`config.mk`:
```
export PLATFORM = sky130hd
export DESIGN_NAME = json_subset_tokenizer_top
export DESIGN_NICKNAME = d
export VERILOG_FILES = /design/src/hdl/jst_pkg.sv /design/src/hdl/jst_core.sv /design/src/hdl/jst_queue.sv /design/src/hdl/json_subset_tokenizer_top.sv
export SDC_FILE = /design/constraint.sdc
export NUM_CORES = 1
export LEC_CHECK = 0
export ABC_AREA = 1
export BUFFER_PORTS_ARGS = -buffer_cell sky130_fd_sc_hd__buf_2
export CORE_MARGIN = 2
export CORE_UTILIZATION = 60
export DETAILED_ROUTE_END_ITERATION = 16
export PLACE_DENSITY_LB_ADDON = 0.2
export SYNTH_ARGS = -nofsm -noshare
export SYNTH_HDL_FRONTEND = slang
export SYNTH_SLANG_ARGS = --single-unit
```
`constraint.sdc`:
```
create_clock -name i_clk -period 7.4 [get_ports i_clk]
set_input_delay 1.48 -clock i_clk [delete_from_list [all_inputs] [get_ports i_clk]]
set_output_delay 1.48 -clock i_clk [all_outputs]
set_load 0.01 [all_outputs]
```
`src/hdl/jst_pkg.sv`:
```
// ----------------------------------------------------------------------------
// JSON subset tokenizer package
// Token kinds, error codes and the token and token-pair types shared by the
// scanner core, the result queue and the top level.
// ----------------------------------------------------------------------------
package jst_pkg;

    localparam logic [3:0] KIND_LBRACE = 4'd0;
    localparam logic [3:0] KIND_RBRACE = 4'd1;
    localparam logic [3:0] KIND_COLON  = 4'd2;
    localparam logic [3:0] KIND_COMMA  = 4'd3;
    localparam logic [3:0] KIND_NUMBER = 4'd4;
    localparam logic [3:0] KIND_STRING = 4'd5;
    localparam logic [3:0] KIND_KEY    = 4'd6;
    localparam logic [3:0] KIND_TRUE   = 4'd7;
    localparam logic [3:0] KIND_EOF    = 4'd10;
    localparam logic [3:0] KIND_ERROR  = 4'd11;

    localparam logic [2:0] ERR_NONE       = 3'd0;
    localparam logic [2:0] ERR_BAD_CHAR   = 3'd1;
    localparam logic [2:0] ERR_SECOND_DOT = 3'd2;
    localparam logic [2:0] ERR_BAD_WORD   = 3'd3;
    localparam logic [2:0] ERR_OPEN_STR   = 3'd4;
    localparam logic [2:0] ERR_TOO_LONG   = 3'd5;

    // Depth of the result queue, counted in token pairs.
    localparam int QUEUE_DEPTH = 4;
    localparam int QUEUE_AW    = 2;

    typedef struct packed {
        logic [3:0]  kind;
        logic [15:0] start;
        logic [15:0] length;
        logic [2:0]  err;
        logic        last;
    } t_tok;

    // One input item gives at most two tokens; they travel together.
    typedef struct packed {
        logic two;
        t_tok first;
        t_tok second;
    } t_pair;

endpackage

```
`src/hdl/jst_core.sv`:
```
// ----------------------------------------------------------------------------
// JSON subset tokenizer scanner core
// Registers the incoming byte, then advances the scan state and forms the
// token pair caused by that byte from the registered copy.
// ----------------------------------------------------------------------------
module jst_core import jst_pkg::*; #(
    parameter int POSITION_BITS = 16
) (
    input  logic                     i_clk,
    input  logic                     i_rst_n,
    input  logic                     i_valid,
    input  logic [7:0]               i_byte,
    input  logic                     i_marker,
    output logic                     o_ready,
    input  logic [QUEUE_AW:0]        i_level,
    output logic                     o_push,
    output t_pair                    o_pair
);

    localparam logic [2:0] PH_BETWEEN = 3'd0;
    localparam logic [2:0] PH_INT     = 3'd1;
    localparam logic [2:0] PH_FRAC    = 3'd2;
    localparam logic [2:0] PH_STRING  = 3'd3;
    localparam logic [2:0] PH_WORD    = 3'd4;
    localparam logic [2:0] PH_ERROR   = 3'd5;

    localparam logic [7:0] CH_SPACE = 8'h20;
    localparam logic [7:0] CH_NL    = 8'h0a;
    localparam logic [7:0] CH_QUOTE = 8'h22;
    localparam logic [7:0] CH_DOT   = 8'h2e;
    localparam logic [7:0] CH_COLON = 8'h3a;
    localparam logic [7:0] CH_COMMA = 8'h2c;
    localparam logic [7:0] CH_LBR   = 8'h7b;
    localparam logic [7:0] CH_RBR   = 8'h7d;
    localparam logic [7:0] CH_0     = 8'h30;
    localparam logic [7:0] CH_9     = 8'h39;
    localparam logic [7:0] CH_T     = 8'h74;
    localparam logic [7:0] CH_F     = 8'h66;
    localparam logic [7:0] CH_N     = 8'h6e;

    localparam logic [POSITION_BITS-1:0] POS_MAX = '1;

    function automatic logic [7:0] word_char(input logic [1:0] c, input logic [2:0] idx);
        logic [7:0] ch;
        ch = 8'h00;
        case (c)
            2'd0: begin
                case (idx)
                    3'd0: ch = "t";
                    3'd1: ch = "r";
                    3'd2: ch = "u";
                    3'd3: ch = "e";
                    default: ch = 8'h00;
                endcase
            end
            2'd1: begin
                case (idx)
                    3'd0: ch = "f";
                    3'd1: ch = "a";
                    3'd2: ch = "l";
                    3'd3: ch = "s";
                    3'd4: ch = "e";
                    default: ch = 8'h00;
                endcase
            end
            default: begin
                case (idx)
                    3'd0: ch = "n";
                    3'd1: ch = "u";
                    3'd2: ch = "l";
                    3'd3: ch = "l";
                    default: ch = 8'h00;
                endcase
            end
        endcase
        return ch;
    endfunction

    function automatic logic is_letter(input logic [7:0] b);
        return b == "t" || b == "r" || b == "e" || b == "f" || b == "a" ||
               b == "s" || b == "n" || b == "u" || b == "l";
    endfunction

    logic                     r_in_vld;
    logic [7:0]               r_in_byte;
    logic                     r_in_mark;

    logic [2:0]               r_phase, n_phase;
    logic [POSITION_BITS-1:0] r_pos, n_pos;
    logic [POSITION_BITS-1:0] r_cs, n_cs;
    logic [1:0]               r_choice, n_choice;
    logic [2:0]               r_prog, n_prog;
    logic                     r_hv, n_hv;
    logic [15:0]              r_hs, n_hs;
    logic [15:0]              r_hl, n_hl;

    logic                     w_ending, w_digit, w_letter;
    logic [1:0]               w_c;
    logic [2:0]               w_len;
    logic [POSITION_BITS-1:0] w_pos_inc;
    logic                     pre_v, main_v;
    t_tok                     pre_t, main_t;
    logic                     do_between, do_err, err_end, do_clear, f_req;
    logic [2:0]               err_code;
    logic [3:0]               f_kind;

    // Room for the pair of the item in flight and the next one is reserved.
    assign o_ready = ({1'b0, i_level} + {{(QUEUE_AW + 1){1'b0}}, r_in_vld})
                     <= (QUEUE_AW + 2)'(2);

    always_ff @(posedge i_clk) begin
        if (!i_rst_n) begin
            r_in_vld <= 1'b0;
        end else begin
            r_in_vld <= i_valid && o_ready;
        end
        if (i_valid && o_ready) begin
            r_in_byte <= i_byte;
            r_in_mark <= i_marker;
        end
    end

    assign w_ending  = r_in_mark || (r_in_byte == 8'h00);
    assign w_digit   = (r_in_byte >= CH_0) && (r_in_byte <= CH_9);
    assign w_letter  = is_letter(r_in_byte);
    assign w_c       = (r_choice == 2'd3) ? 2'd2 : r_choice;
    assign w_len     = (w_c == 2'd1) ? 3'd5 : 3'd4;
    assign w_pos_inc = r_pos + POSITION_BITS'(1);

    always_comb begin
        n_phase    = r_phase;
        n_pos      = r_pos;
        n_cs       = r_cs;
        n_choice   = r_choice;
        n_prog     = r_prog;
        n_hv       = r_hv;
        n_hs       = r_hs;
        n_hl       = r_hl;
        pre_v      = 1'b0;
        main_v     = 1'b0;
        pre_t      = '0;
        main_t     = '0;
        do_between = 1'b0;
        do_err     = 1'b0;
        err_end    = 1'b0;
        err_code   = ERR_NONE;
        do_clear   = 1'b0;
        f_req      = 1'b0;
        f_kind     = KIND_STRING;

        if (r_in_vld) begin
            if (r_phase == PH_ERROR) begin
                do_clear = r_in_mark;
            end else if (!w_ending && r_pos == POS_MAX) begin
                do_err   = 1'b1;
                err_code = ERR_TOO_LONG;
            end else begin
                case (r_phase)
                    PH_INT, PH_FRAC: begin
                        if (!w_ending && w_digit) begin
                            n_pos = w_pos_inc;
                        end else if (!w_ending && r_in_byte == CH_DOT) begin
                            if (r_phase == PH_FRAC) begin
                                do_err   = 1'b1;
                                err_code = ERR_SECOND_DOT;
                            end else begin
                                n_phase = PH_FRAC;
                                n_pos   = w_pos_inc;
                            end
                        end else begin
                            pre_v        = 1'b1;
                            pre_t.kind   = KIND_NUMBER;
                            pre_t.start  = 16'(r_cs);
                            pre_t.length = 16'(r_pos - r_cs);
                            do_between   = 1'b1;
                        end
                    end
                    PH_STRING: begin
                        if (w_ending) begin
                            do_err   = 1'b1;
                            err_code = ERR_OPEN_STR;
                            err_end  = 1'b1;
                        end else begin
                            if (r_in_byte == CH_QUOTE) begin
                                n_hv    = 1'b1;
                                n_hs    = 16'(r_cs);
                                n_hl    = 16'(r_pos - r_cs);
                                n_phase = PH_BETWEEN;
                            end
                            n_pos = w_pos_inc;
                        end
                    end
                    PH_WORD: begin
                        if (!w_ending && w_letter) begin
                            if (r_prog < w_len && r_in_byte == word_char(w_c, r_prog)) begin
                                n_prog = r_prog + 3'd1;
                                n_pos  = w_pos_inc;
                            end else begin
                                do_err   = 1'b1;
                                err_code = ERR_BAD_WORD;
                            end
                        end else if (r_prog != w_len) begin
                            do_err   = 1'b1;
                            err_code = ERR_BAD_WORD;
                            err_end  = w_ending;
                        end else begin
                            pre_v        = 1'b1;
                            pre_t.kind   = KIND_TRUE + {2'b00, w_c};
                            pre_t.start  = 16'(r_cs);
                            pre_t.length = 16'(w_len);
                            do_between   = 1'b1;
                        end
                    end
                    default: begin
                        do_between = 1'b1;
                    end
                endcase
            end

            if (do_between) begin
                n_phase = PH_BETWEEN;
                if (w_ending) begin
                    f_req        = 1'b1;
                    main_v       = 1'b1;
                    main_t.kind  = KIND_EOF;
                    main_t.start = 16'(r_pos);
                    main_t.last  = 1'b1;
                    do_clear     = 1'b1;
                end else begin
                    case (r_in_byte)
                        CH_SPACE, CH_NL: begin
                            n_pos = w_pos_inc;
                        end
                        CH_COLON: begin
                            f_req         = 1'b1;
                            f_kind        = KIND_KEY;
                            main_v        = 1'b1;
                            main_t.kind   = KIND_COLON;
                            main_t.start  = 16'(r_pos);
                            main_t.length = 16'd1;
                            n_pos         = w_pos_inc;
                        end
                        CH_LBR, CH_RBR, CH_COMMA: begin
                            f_req         = 1'b1;
                            main_v        = 1'b1;
                            main_t.kind   = (r_in_byte == CH_LBR) ? KIND_LBRACE :
                                            (r_in_byte == CH_RBR) ? KIND_RBRACE : KIND_COMMA;
                            main_t.start  = 16'(r_pos);
                            main_t.length = 16'd1;
                            n_pos         = w_pos_inc;
                        end
                        CH_T, CH_F, CH_N: begin
                            f_req    = 1'b1;
                            n_choice = (r_in_byte == CH_T) ? 2'd0 :
                                       (r_in_byte == CH_F) ? 2'd1 : 2'd2;
                            n_prog   = 3'd1;
                            n_cs     = r_pos;
                            n_phase  = PH_WORD;
                            n_pos    = w_pos_inc;
                        end
                        CH_QUOTE: begin
                            f_req   = 1'b1;
                            n_cs    = w_pos_inc;
                            n_phase = PH_STRING;
                            n_pos   = w_pos_inc;
                        end
                        default: begin
                            if (w_digit) begin
                                f_req   = 1'b1;
                                n_cs    = r_pos;
                                n_phase = PH_INT;
                                n_pos   = w_pos_inc;
                            end else begin
                                do_err   = 1'b1;
                                err_code = ERR_BAD_CHAR;
                            end
                        end
                    endcase
                end
            end

            if (do_err) begin
                f_req        = 1'b1;
                f_kind       = KIND_STRING;
                main_v       = 1'b1;
                main_t.kind  = KIND_ERROR;
                main_t.start = 16'(r_pos);
                main_t.err   = err_code;
                main_t.last  = 1'b1;
                if (err_end) begin
                    do_clear = 1'b1;
                end else begin
                    n_phase = PH_ERROR;
                end
            end

            // A held string is released ahead of whatever token comes next.
            if (f_req && r_hv) begin
                pre_v        = 1'b1;
                pre_t        = '0;
                pre_t.kind   = f_kind;
                pre_t.start  = r_hs;
                pre_t.length = r_hl;
                n_hv         = 1'b0;
            end

            if (do_clear) begin
                n_phase  = PH_BETWEEN;
                n_pos    = '0;
                n_cs     = '0;
                n_choice = 2'd0;
                n_prog   = 3'd0;
                n_hv     = 1'b0;
                n_hs     = 16'd0;
                n_hl     = 16'd0;
            end
        end
    end

    always_ff @(posedge i_clk) begin
        if (!i_rst_n) begin
            r_phase  <= PH_BETWEEN;
            r_pos    <= '0;
            r_cs     <= '0;
            r_choice <= 2'd0;
            r_prog   <= 3'd0;
            r_hv     <= 1'b0;
            r_hs     <= 16'd0;
            r_hl     <= 16'd0;
        end else begin
            r_phase  <= n_phase;
            r_pos    <= n_pos;
            r_cs     <= n_cs;
            r_choice <= n_choice;
            r_prog   <= n_prog;
            r_hv     <= n_hv;
            r_hs     <= n_hs;
            r_hl     <= n_hl;
        end
    end

    assign o_push        = pre_v || main_v;
    assign o_pair.two    = pre_v && main_v;
    assign o_pair.first  = pre_v ? pre_t : main_t;
    assign o_pair.second = main_t;

endmodule

```
`src/hdl/jst_queue.sv`:
```
// ----------------------------------------------------------------------------
// JSON subset tokenizer result queue
// Stores token pairs and hands them out one token per item on the output
// stream.
// ----------------------------------------------------------------------------
module jst_queue import jst_pkg::*; (
    input  logic              i_clk,
    input  logic              i_rst_n,
    input  logic              i_push,
    input  t_pair             i_pair,
    output logic [QUEUE_AW:0] o_level,
    output logic              o_valid,
    input  logic              i_ready,
    output t_tok              o_tok
);

    t_pair               r_mem [QUEUE_DEPTH];
    logic [QUEUE_AW-1:0] r_wr;
    logic [QUEUE_AW-1:0] r_rd;
    logic [QUEUE_AW:0]   r_cnt;
    logic                r_sub;
    t_pair               w_head;
    logic                w_take, w_pop;

    assign w_head  = r_mem[r_rd];
    assign o_valid = (r_cnt != '0);
    assign o_tok   = r_sub ? w_head.second : w_head.first;
    assign o_level = r_cnt;
    assign w_take  = o_valid && i_ready;
    // A pair leaves once its last token is taken.
    assign w_pop   = w_take && (r_sub || !w_head.two);

    always_ff @(posedge i_clk) begin
        if (i_push) begin
            r_mem[r_wr] <= i_pair;
        end
    end

    always_ff @(posedge i_clk) begin
        if (!i_rst_n) begin
            r_wr  <= '0;
            r_rd  <= '0;
            r_cnt <= '0;
            r_sub <= 1'b0;
        end else begin
            if (i_push) begin
                r_wr <= r_wr + QUEUE_AW'(1);
            end
            if (w_pop) begin
                r_rd  <= r_rd + QUEUE_AW'(1);
                r_sub <= 1'b0;
            end else if (w_take) begin
                r_sub <= 1'b1;
            end
            r_cnt <= r_cnt + (QUEUE_AW + 1)'(i_push) - (QUEUE_AW + 1)'(w_pop);
        end
    end

endmodule

```
`src/hdl/json_subset_tokenizer_top.sv`:
```
// ----------------------------------------------------------------------------
// JSON subset tokenizer
// Splits a byte stream of a small JSON subset into tokens with kind, offset
// and length.
// ----------------------------------------------------------------------------
// Input stream: one text byte per item in s_axis_tdata; s_axis_tlast marks the
// end of the text, and a zero byte ends it as well.
// Output stream: one token per item; m_axis_tlast is set on the end-of-text or
// error token that closes a text.
// An input byte is registered, then scanned in the next cycle, and its tokens
// are written to a four-pair result queue; the first token of a byte reaches
// the output through the input register and then the queue.
// The block takes one byte per cycle while s_axis_tready is high. A byte may
// cause two tokens (a released string or a finished number or keyword,
// followed by the token of the byte itself), which leave one after the other;
// a long run of such bytes is then held back by the output stream.
// When the receiver stalls, the queue fills and s_axis_tready drops once it
// holds two pairs with a byte in flight.
// Reset clears the scan state, so the next byte starts a text at offset zero,
// and empties the queue.
// ----------------------------------------------------------------------------
module json_subset_tokenizer_top import jst_pkg::*; #(
    parameter int POSITION_BITS = 16
) (
    input  logic        i_clk,
    input  logic        i_rst_n,
    input  logic        s_axis_tvalid,
    output logic        s_axis_tready,
    input  logic [7:0]  s_axis_tdata,   // [7:0] byte_value
    input  logic        s_axis_tlast,   // end_marker
    output logic        m_axis_tvalid,
    input  logic        m_axis_tready,
    output logic [39:0] m_axis_tdata,   // [3:0] token_kind, [19:4] token_start,
                                        // [35:20] token_length, [38:36] error_code
    output logic        m_axis_tlast    // last_of_text
);

    logic              w_push;
    t_pair             w_pair;
    logic [QUEUE_AW:0] w_level;
    t_tok              w_tok;

    jst_core #(
        .POSITION_BITS(POSITION_BITS)
    ) u_core (
        .i_clk    (i_clk),
        .i_rst_n  (i_rst_n),
        .i_valid  (s_axis_tvalid),
        .i_byte   (s_axis_tdata),
        .i_marker (s_axis_tlast),
        .o_ready  (s_axis_tready),
        .i_level  (w_level),
        .o_push   (w_push),
        .o_pair   (w_pair)
    );

    jst_queue u_queue (
        .i_clk   (i_clk),
        .i_rst_n (i_rst_n),
        .i_push  (w_push),
        .i_pair  (w_pair),
        .o_level (w_level),
        .o_valid (m_axis_tvalid),
        .i_ready (m_axis_tready),
        .o_tok   (w_tok)
    );

    assign m_axis_tdata = {1'b0, w_tok.err, w_tok.length, w_tok.start, w_tok.kind};
    assign m_axis_tlast = w_tok.last;

    // The queue never overflows.
    a_level_bound: assert property (@(posedge i_clk) disable iff (!i_rst_n)
        !(w_push && w_level == (QUEUE_AW + 1)'(QUEUE_DEPTH)))
        else $error("result queue overflow");

    // After a push, the output stream presents a token in the next cycle.
    a_push_shows: assert property (@(posedge i_clk) disable iff (!i_rst_n)
        w_push |=> m_axis_tvalid)
        else $error("pushed tokens not presented");

    // Only an end-of-text or error token closes a text.
    a_last_kind: assert property (@(posedge i_clk) disable iff (!i_rst_n)
        (m_axis_tvalid && m_axis_tlast) |->
            (w_tok.kind == KIND_EOF || w_tok.kind == KIND_ERROR))
        else $error("last flag on an ordinary token");

endmodule
```
==> metrics.cfg <==
[outcome]
status = completed

[die]
dieArea_mm2 = 0.0294
start_util = 0.607
die_width_um = 171
coreArea_mm2 = 0.0277
num_rows = 61
fp.dieH_um = 171
ios = 56

[logic_synthesis]
synth_area_mm2 = 0.0168
yosysSeqAreaShare = 0.573
yosys.area.top_type = edfxtp_1
synth_warnings = 0
syn_nets = 1897
synthCells = 1850
synthTopCellsByArea = edfxtp_1 (47%), dfxtp_1 (10%), nand2_1 (7.1%), nor2_1 (7.1%), o21ai_0 (5.8%)
synth_area_per_cell_um2 = 9.09
synth_ff_type = edfxtp_1
synth_seq_cells = 349
synthMostInstantiatedCell = nand2_1
yosys.area.top_type_share = 0.473
synthTopCellsByCount = nand2_1 (319), nor2_1 (317), edfxtp_1 (265), o21ai_0 (194), a21oi_1 (142)
async_flop_share = 0
synth.distinct_cells = 51
synth_edf_count = 265

[grt]
grt_pass1_wl_um = 64500
grt_pass1_vias = 11996
gr-usage-all-layers = 0.282
overflow = 0
antenna_found_initial = 0
grt_max_degree = 105

[routing]
drc_errors = 0
dr_total_vias = 13078
topRoutingLayerUsed = met4
drt_wl_total_um = 41000
viasPerCell = 5.76
wl_per_cell_um = 18.1
wl_met1_um = 18400
drtIter0Drc = 1476
wl_met2_um = 18500
ant_nets = 0
wl_met3_um = 3440
dr.pass1.iters = 7

[sta]
setup_tns_ns = 0
setup_viol = 0
rsz0062_at_grt = false
finalCritPeriodShare = 0.669
final_hold_viol_count = 0
slew_viol_final = 0
fmax_ghz = 0.202
max-slew-margin-rel = 0.184
finClkSkew_ns = 0.0167
fin_crit_ns = 4.95
worst-slew-pin-transition_ns = 1.22

[clocking]
cts_tree = done
post_cts_buffers = 0
htreeDepth = 2
cts_made_buffers = 36
clkTransAtPathRegs_ns = 0.06
holdBufCountCts = 0
cts.sinks = 349
insertion_delay_ns = 0.53
cts_resized = 0
cts-root-buf = clkbuf_16
clk_path_buf_depth = 3

[critical_path]
worst-path-buf-inv = 7
crit_family = simple AND/OR/NAND/NOR gates
r2r_slack_ns = 2.45
crit_path_max_fanout = 57
critPathMaxStageDelay_ns = 0.65
crit_path_end_kind = flip-flop
criticalPathCategory = flip-flop to flip-flop
crit_slowest_cell = nor2_4
crit_chain = inv_2 -> nor2_1 -> inv_1 -> nor2_1 -> nand2_1 -> inv_2 -> nor2_1 -> inv_1 -> nor2_1 -> nand2_1 -> nor2_1 -> nand3_2 -> nand3_1 -> nand2_1 -> buf_4 -> nand2_1 -> nand2_1 -> nand2_1 -> inv_1 -> nor2_4 -> buf_4
worstPathArrival_ns = 5.10
crit_top_cell = nand2_1
critPathRequiredTime_ns = 7.55
start_kind = flip-flop

[finish]
fin_cells = 2269
nFillCells = 2127
antenna_cells = 0
drive_gt1_frac = 0.0952
nNetsFinal = 1911
area_delta_synth_final_pct = 10.2

[power_and_ir_drop]
leakage_nw = 6.84
peakVddDrop_v = 0.000168
power_density_mw_per_mm2 = 291

[placement]
place_hpwl_um = 26900
routabilityCongestion = 1.00
port_buffers = 54
dp.cells = 2203

[job]
maxCapViolCount = 0

[min_path]
hold_path.class = flip-flop to flip-flop

-- report_power, final --
part	switching [W]	total, W	internal (W)
clock	0.000745	0.00185	0.00110
combinational	0.000857	0.00125	0.000391
sequential	0.0000658	0.00230	0.00223
-- placed cells by master (no fill, tap or decap), drive strengths merged, types with 2 or more instances in the layout --
cell type,Yosys,final
fa,2,2
clkbuf,60,43
nand2,327,327
bufinv,0,5
dfxtp,84,84
a31oi,26,26
o22ai,24,24
buf,35,71
o31ai,4,4
nor3,14,14
clkinvlp,0,2
nand4,7,7
nor4,5,5
edfxtp,265,265
ha,32,32
a21o,4,4
o21ai,234,234
nand3,64,64
nor2,323,323
xnor2,4,4
a211oi,5,5
a221o,3,3
xor2,24,24
clkinv,5,19
o211ai,4,4
inv,133,134
a21oi,153,153
-- tightest hold or removal path, delay by kind of cell (launching register included) --
| family | cells | cell delay, ns |
|---|---|---|
| AOI/OAI and AO/OA | 1 | 0.05 |
| and+or+nand+nor | 1 | 0.06 |
| DFF | 1 | 0.30 |
-- registers in the layout (all words and copies together) (netlist names), named ones only --
register / flops
u_queue.r_wr: 2
u_core.r_hl: 16
u_core.r_cs: 16
u_queue.r_sub: 1
u_core.r_in_byte: 8
u_core.r_in_vld: 1
u_core.r_in_mark: 1
u_core.r_choice: 2
u_core.r_hs: 16
u_queue.r_mem: 256
u_core.r_hv: 1
u_queue.r_rd: 2
u_core.r_phase: 3
u_queue.o_level: 3
u_core.r_prog: 3
u_core.r_pos: 16
-- routing by layer --
layer	vias up	global-route usage
met5	-	0
met4	0	0.0645
met3	53	0.0426
met2	521	0.438
met1	6164	0.422
li1	6340	-
-- layout make-up --
cell class | count | area [µm²] | share of cell area
Timing Repair Buffer | 71 | 418 | 0.0226
Inverter | 138 | 523 | 0.0282
Tap cell | 378 | 473 | 0.0255
Clock inverter | 22 | 256 | 0.0138
Sequential cell | 349 | 9640 | 0.521
Multi-Input combinational cell | 1268 | 6260 | 0.338
Clock buffer | 43 | 957 | 0.0517
-- final timing paths --
kind                                               startpoint                              to  depth (start not counted)
worst max-delay path            u_core.r_in_byte[1]$_DFFE_PP_  u_queue.r_mem[3][57]$_DFFE_PP_                         21
worst max register to register  u_core.r_in_byte[1]$_DFFE_PP_  u_queue.r_mem[3][57]$_DFFE_PP_                         21
worst min-delay path              u_core.r_hs[6]$_SDFFE_PN0P_     u_core.r_hs[6]$_SDFFE_PN0P_                          2
worst min register to register    u_core.r_hs[6]$_SDFFE_PN0P_     u_core.r_hs[6]$_SDFFE_PN0P_                          2
-- metrics by stage --
stage | area, µm² | utilization | hold slack (ns) | power (W) | worst slack (ns)
after floorplan | 16800 | - | 0.436 | 0.00319 | 1.96
after global placement | 17300 | 0.624 | 0.444 | 0.00354 | 2.60
after detailed placement | 17300 | 0.624 | 0.450 | 0.00357 | 2.52
after CTS | 18500 | 0.668 | 0.458 | 0.00541 | 2.49
after global routing | 18500 | 0.669 | 0.471 | 0.00565 | 2.00
final | 18500 | 0.669 | 0.458 | 0.00539 | 2.45
-- kinds of logic after synthesis --
family,Yosys count,synth area share
AOI/OAI and AO/OA,461,0.149
xor gates and xnor gates,28,0.0146
adders and majority gates,34,0.0262
buffers and inverters,233,0.0566
DFF,349,0.573
muxes,1,0.000670
other,1,0.000223
and+or+nand+nor,743,0.180
Power figures use the tool's default switching activity.
